### src/rtl/sit_cross.sv
// ---------------------------------------------------------------------------
// Segment intersection test: cross product unit
// Computes a*b - c*d in two register stages: products, then difference.
// ---------------------------------------------------------------------------
`default_nettype none

module sit_cross #(
    parameter int IN_BITS = 17
) (
    input  wire logic                         clk,
    input  wire logic signed [IN_BITS-1:0]    a,
    input  wire logic signed [IN_BITS-1:0]    b,
    input  wire logic signed [IN_BITS-1:0]    c,
    input  wire logic signed [IN_BITS-1:0]    d,
    output logic signed [2*IN_BITS:0]         result
);

    localparam int PW = 2 * IN_BITS;
    localparam int RW = 2 * IN_BITS + 1;

    logic signed [PW-1:0] prod_ab_reg, prod_ab_next;
    logic signed [PW-1:0] prod_cd_reg, prod_cd_next;
    logic signed [RW-1:0] diff_reg, diff_next;

    // Both products of the cross term.
    always_comb
    begin
        prod_ab_next = PW'(a) * PW'(b);
        prod_cd_next = PW'(c) * PW'(d);
    end

    // Difference one bit wider than a product, so it never overflows.
    always_comb
    begin
        diff_next = RW'(prod_ab_reg) - RW'(prod_cd_reg);
    end

    always_ff @(posedge clk)
    begin
        prod_ab_reg <= prod_ab_next;
        prod_cd_reg <= prod_cd_next;
        diff_reg    <= diff_next;
    end

    assign result = diff_reg;

endmodule

`default_nettype wire

### config.mk
export PLATFORM = sky130hd
export DESIGN_NAME = sit_cross
export DESIGN_NICKNAME = d
export VERILOG_FILES = /design/src/rtl/sit_cross.sv
export SDC_FILE = /design/constraint.sdc
export NUM_CORES = 2
export LEC_CHECK = 0
export BUFFER_PORTS_ARGS = -buffer_cell sky130_fd_sc_hd__buf_2
export CORE_MARGIN = 8
export CORE_UTILIZATION = 45
export CTS_BUF_LIST = sky130_fd_sc_hd__clkbuf_16
export DETAILED_ROUTE_END_ITERATION = 10
export GPL_TIMING_DRIVEN = 1
export HOLD_SLACK_MARGIN = 0.12
export MAX_ROUTING_LAYER = met4
export PLACE_DENSITY_LB_ADDON = 0.05
export SETUP_SLACK_MARGIN = 0.02
export SKIP_LAST_GASP = 1
export SYNTH_ARGS = -nofsm -noshare
export SYNTH_HDL_FRONTEND = slang
export SYNTH_SLANG_ARGS = --single-unit
### constraint.sdc
create_clock -name clk -period 10.4 [get_ports clk]
set_clock_uncertainty 0.1 [all_clocks]
set_input_delay 2.08 -clock clk [delete_from_list [all_inputs] [get_ports clk]]
set_output_delay 2.08 -clock clk [all_outputs]
set_load 0.005 [all_outputs]
Word level (Yosys, flattened, before mapping)

Cells that the tools add are included.

Word-level logic and storage cells: 6
Bits in read-only memories: 0
Input port bits: 69
Bits in registers: 103
Output and inout bits: 35
Memory bits (writable): 0
Latch bits: 0
Memories: 0

Add/subtract/negate cells: 1
Bitwise operators: 0
Equality and inequality tests: 0
Mux-type cells: 0
Shift-type cells: 0
$lt $le $gt $ge: 0
Reductions and logical operators: 0
Div/mod/pow operators: 0
Multipliers: 2

Operators with widths:

| operator                                       | count |
|---|---|
| 17-bit by 17-bit multiplier with 34-bit output | 2 |
| 34-bit by 34-bit subtractor with 35-bit output | 1 |

Logic depth before layout (Yosys ltp)

Depth in word-level cells: 1
Mapped depth: 25

Worst setup path after synthesis

OpenSTA, ideal clock, no wires.

Kind: input-to-reg
From: in d[8]
To: reg prod_cd_reg[26]
Setup time: 121 ps
Path buffers: 3
Cell stages on the path: 21
Arrival time: 7817 ps
Path slack: 2362 ps
Path through: clkbuf_1 -> clkbuf_1 -> nand2_1 -> fa_1 -> inv_1 -> fa_1 -> fa_1 -> fa_1 -> fa_1 -> inv_1 -> fa_1 -> inv_1 -> ha_1 -> clkbuf_1 -> a211o_1 -> o21a_1 -> o41a_1 -> or4_1 -> a31o_1 -> a21oi_2 -> xnor2_1

Word-level cells in the longest chain between the ends: 1

Ends and longest elaborated chain:

| item                                           | line | source |
|---|---|---|
| start: declaration                             | 14   | `input wire logic signed [IN_BITS-1:0] d,` |
| 17-bit by 17-bit multiplier with 34-bit output | 29   | `prod_cd_next = PW'(c) * PW'(d);` |
| net prod_cd_next[26]                           | 22   | `logic signed [PW-1:0] prod_cd_reg, prod_cd_next;` |
| end signal: assignment                         | 41   | `prod_cd_reg <= prod_cd_next;` |
| end: declaration                               | 22   |  |

The timed path passes the listed nets, and every way through them passes these cells.

Worst setup path in the final report

From: in d[8]
To: reg prod_cd_reg[32]

The elaborated chain is that of the path after synthesis.

==> results.toml <==
[placed_design]
place_congestion = 0.866
hpwl_um = 48100
portBuffers = 103

[run_status]
run_status = "completed"

[global_routing]
overflow = 0
antenna_found_initial = 0
grt_pass1_vias = 19359
grtUsageTotal_pct = 19.4
grt_first_pass_wirelength_um = 97900
grt_max_degree = 19

[yosys]
yosysWarnings = 0
postSynthAreaPerCell_um2 = 9.36
synthArstFlopShare_pct = 0
ys_ff_latch = 103
synthCells = 2716
syn_nets = 3582
synth-edff-count = 0
netlist-cell-type-count = 59
synth_flop_cell = "dfxtp_1"
ys_seq_area_share_pct = 8.11
synth_area_um2 = 25400

[die]
num_rows = 87
initial_core_util_pct = 45.3
fp.dieArea_um2 = 64400
ios = 104
die_h_um = 254
dieWidth_um = 254
core_area_um2 = 56200

[critical_path]
path_common_cell = "fa_1"
slowest_stage = "a211oi_1"
cpPeakStageDelay_ns = 0.70
worstPathArrival_ns = 8.25
start_kind = "input pin"
startpoint = "d[8]"
crit_family = "adder cells"
cp_max_fo = 17
end_kind = "register"
required_ns = 10.55
worstPathCellList = "buf_2 > nand2_1 > fa_1 > inv_1 > fa_1 > inv_1 > fa_1 > inv_1 > fa_1 > fa_1 > inv_1 > fa_1 > inv_1 > ha_1 > nand4_1 > nor2_1 > nand4_1 > a211oi_1 > o41a_1 > o41a_1 > a21o_1 > a21oi_1 > xnor2_1"
crit_type = "input pin to register"
timing.rr.start = "prod_ab_reg[0]"
cp.buffers_inverters = 6

[final_layout]
fill_cells = 5508
area_growth_pct = 5.81
drive_gt1_share_pct = 4.57
nets = 3619
finalCoreUtilization_pct = 47.9
n_antenna_cell = 0
largest_reg_flops = 35
final_common_cell = "inv_1"
final_cell_mix = "669 x inv_1, 593 x fa_1, 296 x and2_1, 284 x nand2_1, 204 x ha_1"

[drt]
drt_pass1_iterations = 5
via_count = 17505
ant_nets = 0
wl_per_cell_um = 16.3
drc = 0
totalWireLength_um = 57100
detail_route.vias_per_cell = 4.98
dr.first_iter.drc_count = 763

[clocking]
root_buffer = "clkbuf_16"
cts_resized = 0
cts_buffers = 9
postCtsSetupRepairBufs = 0
ctsHoldBuffers = 0
cts_htree_levels = 3
cts_tree = "done"
cts.sinks = 103
insertion_delay_ns = 0.36
clk_pin_slew_worst_paths_ns = 0.07
cts.path.max_buffers = 2

[timing]
clock.fmax_ghz = 0.123
period_minus_slack_ns = 8.10
rsz0062_at_grt = "no"
slew_headroom_pct = 47.2
setup_viol_count_final = 0
hold_viol = 0
finalMaxSlewViolations = 0
tns_ns = 0
timing.final.crit_share_pct = 77.9
tightest_slew_ns = 0.787

[hold_path]
min_from = "prod_cd_reg[0]"
hp-class = "register to register"

[run]
max_cap_violations = 0
==> routing by layer <==
metal / vias to the layer above / part of all wire [%] / wire length, um / track usage, %
met3: 54 / 3.3 / 1900 / 1.91
met5: - / 0 / 0 / -
met4: 0 / 1.4 / 816 / 3.06
met1: 9040 / 43 / 24400 / 25.1
met2: 301 / 52 / 30000 / 33.7
li1: 8110 / - / - / -
==> stage by stage <==
| stage | hold WS, ns | cell area [um^2] | setup WS (ns) | cells |
|---|---|---|---|---|
| finish | 0.409 | 26900 | 2.30 | 3514 |
| global route | 0.439 | 26900 | 1.96 | 3514 |
| CTS | 0.415 | 26900 | 2.32 | 3514 |
| detailed placement | 0.404 | 26600 | 1.95 | 3498 |
| global placement | 0.394 | 26600 | 1.96 | 3498 |
| floorplan | 0.370 | 25400 | 2.36 | 2716 |
==> synthesized netlist by cell type (12+ instances only) <==
cell	count	area share, %
a21oi_1	73	1.4
xor2_1	21	0.72
clkbuf_1	75	1.1
nor3_1	12	0.24
dfxtp_1	103	8.1
inv_1	668	9.9
fa_1	593	47
ha_1	204	10
o21a_1	13	0.38
nor2_1	70	1.0
and2_1	296	7.3
nand2_1	284	4.2
xnor2_1	80	2.8
a21o_1	35	1.0
nand2b_1	12	0.30
o21ai_0	41	0.81
==> logic make-up (layout without fill, tap and decap cells) <==
logic type                 count (synthesis)  count (layout)  synth area share, %
AOI/OAI and AO/OA                        243             243                 6.31
xor gates and xnor gates                 101             101                 3.48
adders and majority gates                797             797                 56.7
buffers and inverters                    745             787                 11.0
DFF                                      103             103                 8.11
and+or+nand+nor                          727             727                 14.4
==> worst reg2reg max path: cells and delay by family (launching register included) <==
| family | cells | cell delay [ns] |
|---|---|---|
| flops | 1 | 0.32 |
| buf+inv | 1 | 0.06 |
| compound gates | 5 | 1.53 |
| simple gates | 4 | 0.72 |
| fa+ha+maj | 2 | 0.40 |
==> layout make-up <==
class | instances | area, um^2 | share of cell area [%]
Tap cell | 756 | 946 | 3.52
Clock inverter | 7 | 78.8 | 0.293
Multi-Input combinational cell | 1868 | 20600 | 76.5
Timing Repair Buffer | 103 | 515 | 1.92
Sequential cell | 103 | 2060 | 7.66
Inverter | 668 | 2510 | 9.32
Clock buffer | 9 | 225 | 0.837
==> path summary, 6_finish.rpt <==
check                         end  slack [ns]  cells after the start
setup / recovery  prod_cd_reg[32]        2.30                     23
hold / removal          result[0]        0.41                      2
setup reg to reg       result[34]        7.19                     12
hold reg to reg         result[0]        0.41                      2
Power is not shown: default switching activity piles up to over one toggle a cycle in this logic, so the estimate is an artifact.
